$ cat src/sv/assert_macros.svh
// Assertion helpers shared by the RTL. All use clk and the active-low rst_n.
`ifndef ASSERT_MACROS_SVH
`define ASSERT_MACROS_SVH

// Same-cycle implication: when cond holds, expect must hold too.
`define AST_IMPLY(lbl, cond, expect_c, msg) \
  lbl: assert property (@(posedge clk) disable iff (!rst_n) (cond) |-> (expect_c)) \
    else $error(msg);

// Next-cycle implication: when cond holds, expect must hold in the next cycle.
`define AST_NEXT(lbl, cond, expect_c, msg) \
  lbl: assert property (@(posedge clk) disable iff (!rst_n) (cond) |=> (expect_c)) \
    else $error(msg);

`endif

$ cat src/sv/epd_pkg.sv
`timescale 1ns / 1ps
// ----------------------------------------------------------------------------
// epd_pkg
// Shared constants and types of the ping zero-run decoder.
// ----------------------------------------------------------------------------
package epd_pkg;

  localparam int MAX_SAMPLES = 4096;

  localparam int AMP_W   = 27;
  localparam int START_W = 12;
  localparam int LEN_W   = 13;
  localparam int BYTE_W  = 8;
  localparam int MODE_W  = 2;
  localparam int CFG_IDX_W = 2;
  localparam int CFG_DATA_W = 13;
  localparam int MANT_W  = 12;
  localparam int EXP_W   = 4;

  localparam logic [BYTE_W-1:0] RUN_MARK = 8'hFF;
  localparam logic [LEN_W-1:0]  MAX_SAMPLES_C = LEN_W'(MAX_SAMPLES);

  // register indexes on the configuration port
  localparam logic [CFG_IDX_W-1:0] REG_BEAM_MODE        = 2'd0;
  localparam logic [CFG_IDX_W-1:0] REG_SAMPLES_PER_PING = 2'd1;

  // beam modes
  localparam logic [MODE_W-1:0] BEAM_SINGLE = 2'd0;
  localparam logic [MODE_W-1:0] BEAM_DUAL   = 2'd1;
  localparam logic [MODE_W-1:0] BEAM_SPLIT  = 2'd2;

  // input commands
  localparam logic CMD_CHUNK = 1'b0;
  localparam logic CMD_END   = 1'b1;

  // run bookkeeping for the item in the input register
  typedef struct packed {
    logic               emit;   // item produces a result
    logic               zero;   // result carries zero sample values
    logic               last;   // end-of-ping fill
    logic [START_W-1:0] start;
    logic [LEN_W-1:0]   len;
  } run_info_t;

endpackage

$ cat src/sv/epd_word_dec.sv
`timescale 1ns / 1ps
// ----------------------------------------------------------------------------
// epd_word_dec
// Decode a 16-bit exponent/mantissa word into an integer amplitude.
// ----------------------------------------------------------------------------
module epd_word_dec (
  input  logic [epd_pkg::BYTE_W-1:0] lo_byte,
  input  logic [epd_pkg::BYTE_W-1:0] hi_byte,
  output logic [epd_pkg::AMP_W-1:0]  value
);
  import epd_pkg::*;

  logic [MANT_W-1:0] mant;
  logic [EXP_W-1:0]  expo;
  logic [AMP_W-1:0]  norm;

  assign mant = {hi_byte[3:0], lo_byte};
  assign expo = hi_byte[7:4];
  // hidden leading one above the mantissa
  assign norm = {{(AMP_W-MANT_W-1){1'b0}}, 1'b1, mant};

  always_comb begin
    if (expo == '0) begin
      value = {{(AMP_W-MANT_W){1'b0}}, mant};
    end else begin
      value = norm << (expo - EXP_W'(1));
    end
  end

endmodule

$ cat src/sv/epd_run_ctrl.sv
`timescale 1ns / 1ps
// ----------------------------------------------------------------------------
// epd_run_ctrl
// Sample counter of the current ping and run start/length for each item.
// ----------------------------------------------------------------------------
module epd_run_ctrl (
  input  logic                         clk,
  input  logic                         rst_n,
  input  logic [epd_pkg::LEN_W-1:0]    samples_per_ping,
  input  logic                         cmd,
  input  logic [epd_pkg::BYTE_W-1:0]   first_byte,
  input  logic [epd_pkg::BYTE_W-1:0]   second_byte,
  input  logic                         advance,
  output epd_pkg::run_info_t           info
);
  import epd_pkg::*;

  logic [LEN_W-1:0] sample_count_r;
  logic [LEN_W-1:0] sample_count_nxt;
  logic [LEN_W-1:0] limit;
  logic [LEN_W-1:0] room;
  logic [LEN_W-1:0] run_n;
  logic             is_run;

  // clamp the ping length into 1..MAX_SAMPLES
  always_comb begin
    if (samples_per_ping == '0) begin
      limit = LEN_W'(1);
    end else if (samples_per_ping > MAX_SAMPLES_C) begin
      limit = MAX_SAMPLES_C;
    end else begin
      limit = samples_per_ping;
    end
  end

  assign room   = (sample_count_r < limit) ? (limit - sample_count_r) : '0;
  assign is_run = (second_byte == RUN_MARK);
  assign run_n  = {{(LEN_W-BYTE_W){1'b0}}, first_byte} + LEN_W'(2);

  always_comb begin
    info.last  = (cmd == CMD_END);
    info.emit  = (cmd == CMD_END) || (room != '0);
    info.zero  = (cmd == CMD_END) || is_run;
    info.start = sample_count_r[START_W-1:0];
    if (cmd == CMD_END) begin
      info.len = room;
      if (room == '0) begin
        info.start = '0;
      end
    end else if (is_run) begin
      info.len = (run_n > room) ? room : run_n;
    end else begin
      info.len = LEN_W'(1);
    end
  end

  always_comb begin
    sample_count_nxt = sample_count_r;
    if (advance) begin
      if (cmd == CMD_END) begin
        sample_count_nxt = '0;
      end else if (room != '0) begin
        sample_count_nxt = sample_count_r + info.len;
      end
    end
  end

  always_ff @(posedge clk) begin
    if (!rst_n) begin
      sample_count_r <= '0;
    end else begin
      sample_count_r <= sample_count_nxt;
    end
  end

endmodule

$ cat src/sv/echo_ping_rle_float_decoder.sv
`timescale 1ns / 1ps
// ----------------------------------------------------------------------------
// echo_ping_rle_float_decoder
// Zero-run expansion and float decode of compressed echosounder ping chunks.
// ----------------------------------------------------------------------------
// Each transfer on the input channel is one compressed chunk or an end-of-ping
// command. A chunk is captured in an input register, decoded and run-counted
// in combinational logic, and lands in the result register; the block takes a
// new chunk every cycle unless in_stall holds it off, and each result passes
// the input register, then the result register. A chunk whose second byte is
// 0xFF yields one result for a zero run of first_byte + 2 samples, cut to
// the room left in the ping; any other chunk yields one decoded sample.
// Chunks that arrive after the ping is full are dropped without a result.
// The end-of-ping command always yields one result with last_of_ping set,
// carrying the zero fill up to samples_per_ping, and restarts the count.
// samples_per_ping of 0 acts as 1 and values above 4096 act as 4096; beam_mode
// 3 acts as single-beam. Write configuration only while no item is in flight.
// ----------------------------------------------------------------------------
`include "assert_macros.svh"

module echo_ping_rle_float_decoder (
  input  logic                              clk,
  input  logic                              rst_n,
  // configuration
  input  logic                              cfg_we,
  input  logic [epd_pkg::CFG_IDX_W-1:0]     cfg_index,
  input  logic [epd_pkg::CFG_DATA_W-1:0]    cfg_wdata,
  // input channel
  input  logic                              in_valid,
  output logic                              in_stall,
  input  logic                              in_cmd,
  input  logic [epd_pkg::BYTE_W-1:0]        in_first_byte,
  input  logic [epd_pkg::BYTE_W-1:0]        in_second_byte,
  input  logic [epd_pkg::BYTE_W-1:0]        in_third_byte,
  input  logic [epd_pkg::BYTE_W-1:0]        in_fourth_byte,
  // result channel
  output logic                              out_valid,
  input  logic                              out_stall,
  output logic [epd_pkg::AMP_W-1:0]         out_amplitude,
  output logic [epd_pkg::AMP_W-1:0]         out_second_value,
  output logic [epd_pkg::BYTE_W-1:0]        out_third_value,
  output logic [epd_pkg::START_W-1:0]       out_run_start,
  output logic [epd_pkg::LEN_W-1:0]         out_run_length,
  output logic                              out_last_of_ping
);
  import epd_pkg::*;

  // configuration registers
  logic [MODE_W-1:0] beam_mode_r;
  logic [LEN_W-1:0]  samples_per_ping_r;

  // input register
  logic              s1_valid_r;
  logic              s1_cmd_r;
  logic [BYTE_W-1:0] s1_b1_r;
  logic [BYTE_W-1:0] s1_b2_r;
  logic [BYTE_W-1:0] s1_b3_r;
  logic [BYTE_W-1:0] s1_b4_r;

  // result register
  logic               out_valid_r;
  logic               out_valid_nxt;
  logic [AMP_W-1:0]   amp_r;
  logic [AMP_W-1:0]   v2_r;
  logic [BYTE_W-1:0]  v3_r;
  logic [START_W-1:0] start_r;
  logic [LEN_W-1:0]   len_r;
  logic               last_r;

  // decode path
  run_info_t         info;
  logic [AMP_W-1:0]  narrow_val;
  logic [AMP_W-1:0]  wide_val;
  logic [AMP_W-1:0]  amp_nxt;
  logic [AMP_W-1:0]  v2_nxt;
  logic [BYTE_W-1:0] v3_nxt;
  logic              out_free;
  logic              s1_go;
  logic              load_out;

  // Configuration writes; indexes beyond the list are ignored.
  always_ff @(posedge clk) begin
    if (!rst_n) begin
      beam_mode_r        <= BEAM_SINGLE;
      samples_per_ping_r <= LEN_W'(1024);
    end else if (cfg_we) begin
      case (cfg_index)
        REG_BEAM_MODE:        beam_mode_r        <= cfg_wdata[MODE_W-1:0];
        REG_SAMPLES_PER_PING: samples_per_ping_r <= cfg_wdata[LEN_W-1:0];
        default: begin
        end
      endcase
    end
  end

  // The result register can take a new result when empty or being drained.
  assign out_free = !out_valid_r || !out_stall;
  // An item with no result leaves the input register without waiting.
  assign s1_go    = s1_valid_r && (out_free || !info.emit);
  assign load_out = s1_go && info.emit;
  assign in_stall = s1_valid_r && !s1_go;

  // Input register: advance on each accepted transfer, drop on empty.
  always_ff @(posedge clk) begin
    if (!rst_n) begin
      s1_valid_r <= 1'b0;
    end else if (!in_stall) begin
      s1_valid_r <= in_valid;
    end
  end

  always_ff @(posedge clk) begin
    if (in_valid && !in_stall) begin
      s1_cmd_r <= in_cmd;
      s1_b1_r  <= in_first_byte;
      s1_b2_r  <= in_second_byte;
      s1_b3_r  <= in_third_byte;
      s1_b4_r  <= in_fourth_byte;
    end
  end

  epd_run_ctrl u_run_ctrl (
    .clk              (clk),
    .rst_n            (rst_n),
    .samples_per_ping (samples_per_ping_r),
    .cmd              (s1_cmd_r),
    .first_byte       (s1_b1_r),
    .second_byte      (s1_b2_r),
    .advance          (s1_go),
    .info             (info)
  );

  epd_word_dec u_narrow_dec (
    .lo_byte (s1_b1_r),
    .hi_byte (s1_b2_r),
    .value   (narrow_val)
  );

  epd_word_dec u_wide_dec (
    .lo_byte (s1_b3_r),
    .hi_byte (s1_b4_r),
    .value   (wide_val)
  );

  // Select the per-mode values; zero runs and the fill carry zeros.
  always_comb begin
    amp_nxt = narrow_val;
    v2_nxt  = '0;
    v3_nxt  = '0;
    case (beam_mode_r)
      BEAM_DUAL: begin
        v2_nxt = wide_val;
      end
      BEAM_SPLIT: begin
        v2_nxt = {{(AMP_W-BYTE_W){1'b0}}, s1_b3_r};
        v3_nxt = s1_b4_r;
      end
      default: begin
      end
    endcase
    if (info.zero) begin
      amp_nxt = '0;
      v2_nxt  = '0;
      v3_nxt  = '0;
    end
  end

  // Result register: load a new result, clear on transfer, else hold.
  always_comb begin
    if (load_out) begin
      out_valid_nxt = 1'b1;
    end else if (!out_stall) begin
      out_valid_nxt = 1'b0;
    end else begin
      out_valid_nxt = out_valid_r;
    end
  end

  always_ff @(posedge clk) begin
    if (!rst_n) begin
      out_valid_r <= 1'b0;
    end else begin
      out_valid_r <= out_valid_nxt;
    end
  end

  always_ff @(posedge clk) begin
    if (load_out) begin
      amp_r   <= amp_nxt;
      v2_r    <= v2_nxt;
      v3_r    <= v3_nxt;
      start_r <= info.start;
      len_r   <= info.len;
      last_r  <= info.last;
    end
  end

  assign out_valid        = out_valid_r;
  assign out_amplitude    = amp_r;
  assign out_second_value = v2_r;
  assign out_third_value  = v3_r;
  assign out_run_start    = start_r;
  assign out_run_length   = len_r;
  assign out_last_of_ping = last_r;

  // An empty input register never holds off the source.
  `AST_IMPLY(a_no_stall_empty, !s1_valid_r, !in_stall, "input stalled while empty")
  // A result leaving the input register shows up in the result register.
  `AST_NEXT(a_load_shows, load_out, out_valid_r, "loaded result not valid")
  // Only the end-of-ping fill may have zero length.
  `AST_IMPLY(a_len_nonzero, out_valid_r && !last_r, len_r != '0, "sample result of zero length")
  // The fill carries zero values, and an empty fill starts at zero.
  `AST_IMPLY(a_fill_zero, out_valid_r && last_r,
             amp_r == '0 && v2_r == '0 && v3_r == '0 && (len_r != '0 || start_r == '0),
             "end-of-ping fill carries data")

endmodule

$ cat config.mk
export PLATFORM = sky130hd
export DESIGN_NAME = echo_ping_rle_float_decoder
export DESIGN_NICKNAME = d
export VERILOG_FILES = /design/src/sv/epd_pkg.sv /design/src/sv/epd_word_dec.sv /design/src/sv/epd_run_ctrl.sv /design/src/sv/echo_ping_rle_float_decoder.sv
export VERILOG_INCLUDE_DIRS = /design/src /design/src/sv
export SDC_FILE = /design/constraint.sdc
export NUM_CORES = 1
export LEC_CHECK = 0
export BUFFER_PORTS_ARGS = -buffer_cell sky130_fd_sc_hd__buf_2
export CAP_MARGIN = 20
export CORE_MARGIN = 1
export CORE_UTILIZATION = 55
export CTS_CLUSTER_DIAMETER = 50
export DETAILED_ROUTE_END_ITERATION = 12
export PLACE_DENSITY_LB_ADDON = 0.2
export SLEW_MARGIN = 10
export SYNTH_ARGS = -nofsm -noshare
export SYNTH_HDL_FRONTEND = slang
export SYNTH_HIERARCHICAL = 1
export SYNTH_SLANG_ARGS = --single-unit
$ cat constraint.sdc
create_clock -name clk -period 21.2 [get_ports clk]
set_clock_uncertainty 0.15 [all_clocks]
set_input_delay 1.06 -clock clk [delete_from_list [all_inputs] [get_ports clk]]
set_output_delay 1.06 -clock clk [all_outputs]
set_load 0.02 [all_outputs]
==> results.py <==
metrics = {
    "status": {
        "outcome": "finished clean",
    },
    "grt": {
        "grt_pass1_wl_mm": 34.0,
        "grt_overflow": 0,
        "grt_max_degree": 45,
        "grt_use_total": 0.249,
        "antenna_found_initial": 0,
        "grt_pass1_vias": 6679,
    },
    "logic_synthesis": {
        "synthCells": 889,
        "async_flop_share": 0,
        "synth_top_area_cell": "edfxtp_1",
        "synth_nets": 988,
        "synth_edf_count": 121,
        "seq_area_frac_synth": 0.451,
        "synth_seq_cells": 151,
        "syn_area_um2": 9380,
        "synth_cell_types": 70,
        "yosys_warnings": 6,
        "ys_top_cells_by_area": "edfxtp_1 (39%), dfxtp_1 (6.4%), ha_1 (5.9%)",
        "synth.top_cell.area_share": 0.387,
        "syn_area_per_cell_um2": 10.6,
        "synthFlopType": "edfxtp_1",
    },
    "timing": {
        "setup_viol": 0,
        "hold_violations": 0,
        "period_share": 0.351,
        "report.final.slew_viol_count": 0,
        "slew_headroom": 0.315,
        "fmaxAchievable_mhz": 134,
        "tightest_slew_ns": 1.03,
        "timing.final.crit_period_ns": 7.44,
        "rsz0062_at_grt": "false",
        "tns_ns": 0,
        "fin_ws_ns": 13.76,
        "timing.hold.ws_ns": 0.318,
    },
    "clock_tree": {
        "post_cts_resize_count": 0,
        "clkLatencyLatePin_ns": 0.43,
        "numClockSinks": 151,
        "clockBufferDepth": 2,
        "cts_tree": "yes",
        "path_clk_slew_ns": 0.06,
        "htreeDepth": 4,
        "cts_hold_buffers": 0,
        "cts_inserted_buffers": 17,
        "postCtsSetupBuffers": 0,
        "cts-root-buf": "clkbuf_16",
    },
    "setup_path": {
        "r2r_cells": 31,
        "cp_num_cells": 31,
        "cp_top_family": "compound AO/OA/AOI/OAI gates",
        "worst-path-max-fanout": 14,
        "rr_endpoint": "u_run_ctrl/sample_count_r[12]",
        "start_kind": "register",
        "worstPathRequired_ns": 21.42,
        "crit_arrival_ns": 7.67,
        "cpMostUsedCell": "ha_1",
        "rrSetupSlack_ns": 13.76,
        "cp-startpoint": "samples_per_ping_r[6]",
        "rr_startpoint": "samples_per_ping_r[6]",
        "setup.worst_path.class": "reg2reg",
        "slowest_delay_ns": 0.72,
        "crit_buf_inv": 2,
        "cp-end-kind": "register",
        "cpMaxStageDelayCell": "a31oi_1",
        "endpoint": "u_run_ctrl/sample_count_r[12]",
    },
    "placement": {
        "dp_hpwl_mm": 15.4,
        "place_ws_ns": 13.89,
        "numPortBuffers": 142,
        "placed_area_um2": 10100,
        "gp_congestion": 0.903,
    },
    "job": {
        "maxCapViolations": 0,
    },
    "route": {
        "drt_iter0_markers": 579,
        "wl_mm": 21.2,
        "postRouteAntennaNets": 0,
        "drc_errors": 0,
        "drt-vias-per-instance": 5.71,
        "routed_wire_length_per_instance_um": 17.0,
        "drt_first_pass_iters": 5,
        "vias": 7095,
    },
    "power_and_ir_drop": {
        "finalPower_mw": 0.894,
        "ir_drop_v": 0.0000617,
        "power_density_nw_per_um2": 83.4,
        "leakage_nw": 4.40,
    },
    "floorplanning": {
        "start_util": 0.564,
        "fp.dieH_um": 133,
        "core_area_um2": 16600,
        "num_rows": 47,
        "io_pins": 143,
        "dieArea_um2": 17600,
        "fp.dieW_um": 133,
    },
    "finish": {
        "final_area_um2": 10700,
        "area_delta_synth_final_pct": 14.3,
        "layout-drive-gt1-share": 0.231,
        "antenna_cells": 0,
        "nNetsFinal": 1109,
    },
    "min_path": {
        "hp-start": "samples_per_ping_r[8]",
        "hold_path.class": "reg2reg",
    },
}
cell usage after synthesis, types with 6 or more instances:
| cell | n |
|---|---|
| and3_1 | 8 |
| nor3_1 | 12 |
| or2_2 | 7 |
| nand3_1 | 36 |
| clkbuf_1 | 11 |
| mux2i_1 | 48 |
| o21a_1 | 8 |
| a21oi_1 | 41 |
| o21ai_2 | 7 |
| inv_1 | 43 |
| dfxtp_1 | 30 |
| a221o_1 | 6 |
| mux2_2 | 8 |
| a22oi_1 | 10 |
| and2_1 | 28 |
| edfxtp_1 | 121 |
| buf_6 | 9 |
| o22ai_1 | 12 |
| xnor2_1 | 14 |
| nand2_1 | 85 |
| nor2_1 | 65 |
| nor2b_1 | 43 |
| nand4_1 | 7 |
| a22o_1 | 7 |
| buf_2 | 15 |
| mux4_2 | 12 |
| xor2_1 | 10 |
| o21ai_1 | 17 |
| a21o_1 | 9 |
| o21ai_0 | 18 |
| ha_1 | 44 |
| nand2b_1 | 8 |
worst min-delay path, delay by kind of cell (launching register included):
| family | cells | cell delay (ns) |
|---|---|---|
| flops | 1 | 0.32 |
| mux | 1 | 0.05 |
| simple gates | 1 | 0.05 |
through the flow:
| step | std cells | util |
|---|---|---|
| after floorplan | 889 | - |
| after global placement | 1210 | 0.606 |
| after detailed placement | 1210 | 0.606 |
| after CTS | 1242 | 0.644 |
| after global routing | 1243 | 0.644 |
| final | 1243 | 0.644 |
report_power, final:
part / internal [mW] / leakage, nW / total [mW] / switching, mW
Sequential: 0.342 / 1.44 / 0.353 / 0.0112
Clock: 0.204 / 0.294 / 0.322 / 0.118
Combinational: 0.0847 / 2.67 / 0.219 / 0.134
Total: 0.630 / 4.40 / 0.894 / 0.264
cells in the final DEF, fill, tap and decap left out, drive strengths merged, types with 14 or more instances in the layout:
master  netlist  final
nor2b        44     44
edfxtp      121    121
mux2i        48     48
nand3        36     36
o21ai        42     42
o22ai        16     16
ha           44     44
xnor2        14     14
nand2        85     85
nor2         67     67
inv          45     47
clkbuf       11     22
and2         28     28
a21oi        43     43
dfxtp        30     30
buf          35    148
per-layer routing:
metal	track usage	up-vias	share of wire
li1	-	3467	-
met1	0.324	3342	0.44
met2	0.407	245	0.48
met3	0.0513	41	0.056
met4	0.102	0	0.025
met5	0	-	0
state kept, by name (all words and copies together) (netlist names), 2 cells and up:
name and flops:
out_amplitude 27, out_third_value 8, samples_per_ping_r 13, beam_mode_r 2
s1_b1_r 8, out_run_length 13, u_run_ctrl/sample_count_r 13, s1_b2_r 8
out_run_start 12, out_second_value 27, s1_b4_r 8, s1_b3_r 8
worst min path at each step:
stage | end | slack [ns] | cells past startpoint
6_report | samples_per_ping_r[8] | 0.32 | 2
5_1_grt | samples_per_ping_r[8] | 0.34 | 2
4_1_cts | samples_per_ping_r[8] | 0.32 | 2
3_5_place_dp | samples_per_ping_r[8] | 0.31 | 2
3_3_place_gp | u_run_ctrl/sample_count_r[11] | 0.31 | 2
2_1_floorplan | samples_per_ping_r[0] | 0.28 | 2
kinds of logic after synthesis:
group           share of synthesized area
compound gates                      0.133
xor+xnor                           0.0283
fa+ha+maj                          0.0630
buf+inv                            0.0541
flops                               0.451
mux                                0.0920
simple gates                        0.178
layout make-up:
type	instances	area [um2]
fill	1366	5920
clock buffer	22	464
tap	220	275
inverter	45	169
clock inverter	10	168
sequential	151	4230
multi-input combinational	647	4660
timing repair buffer	148	756
No activity file was read; power rests on OpenSTA's default activity.
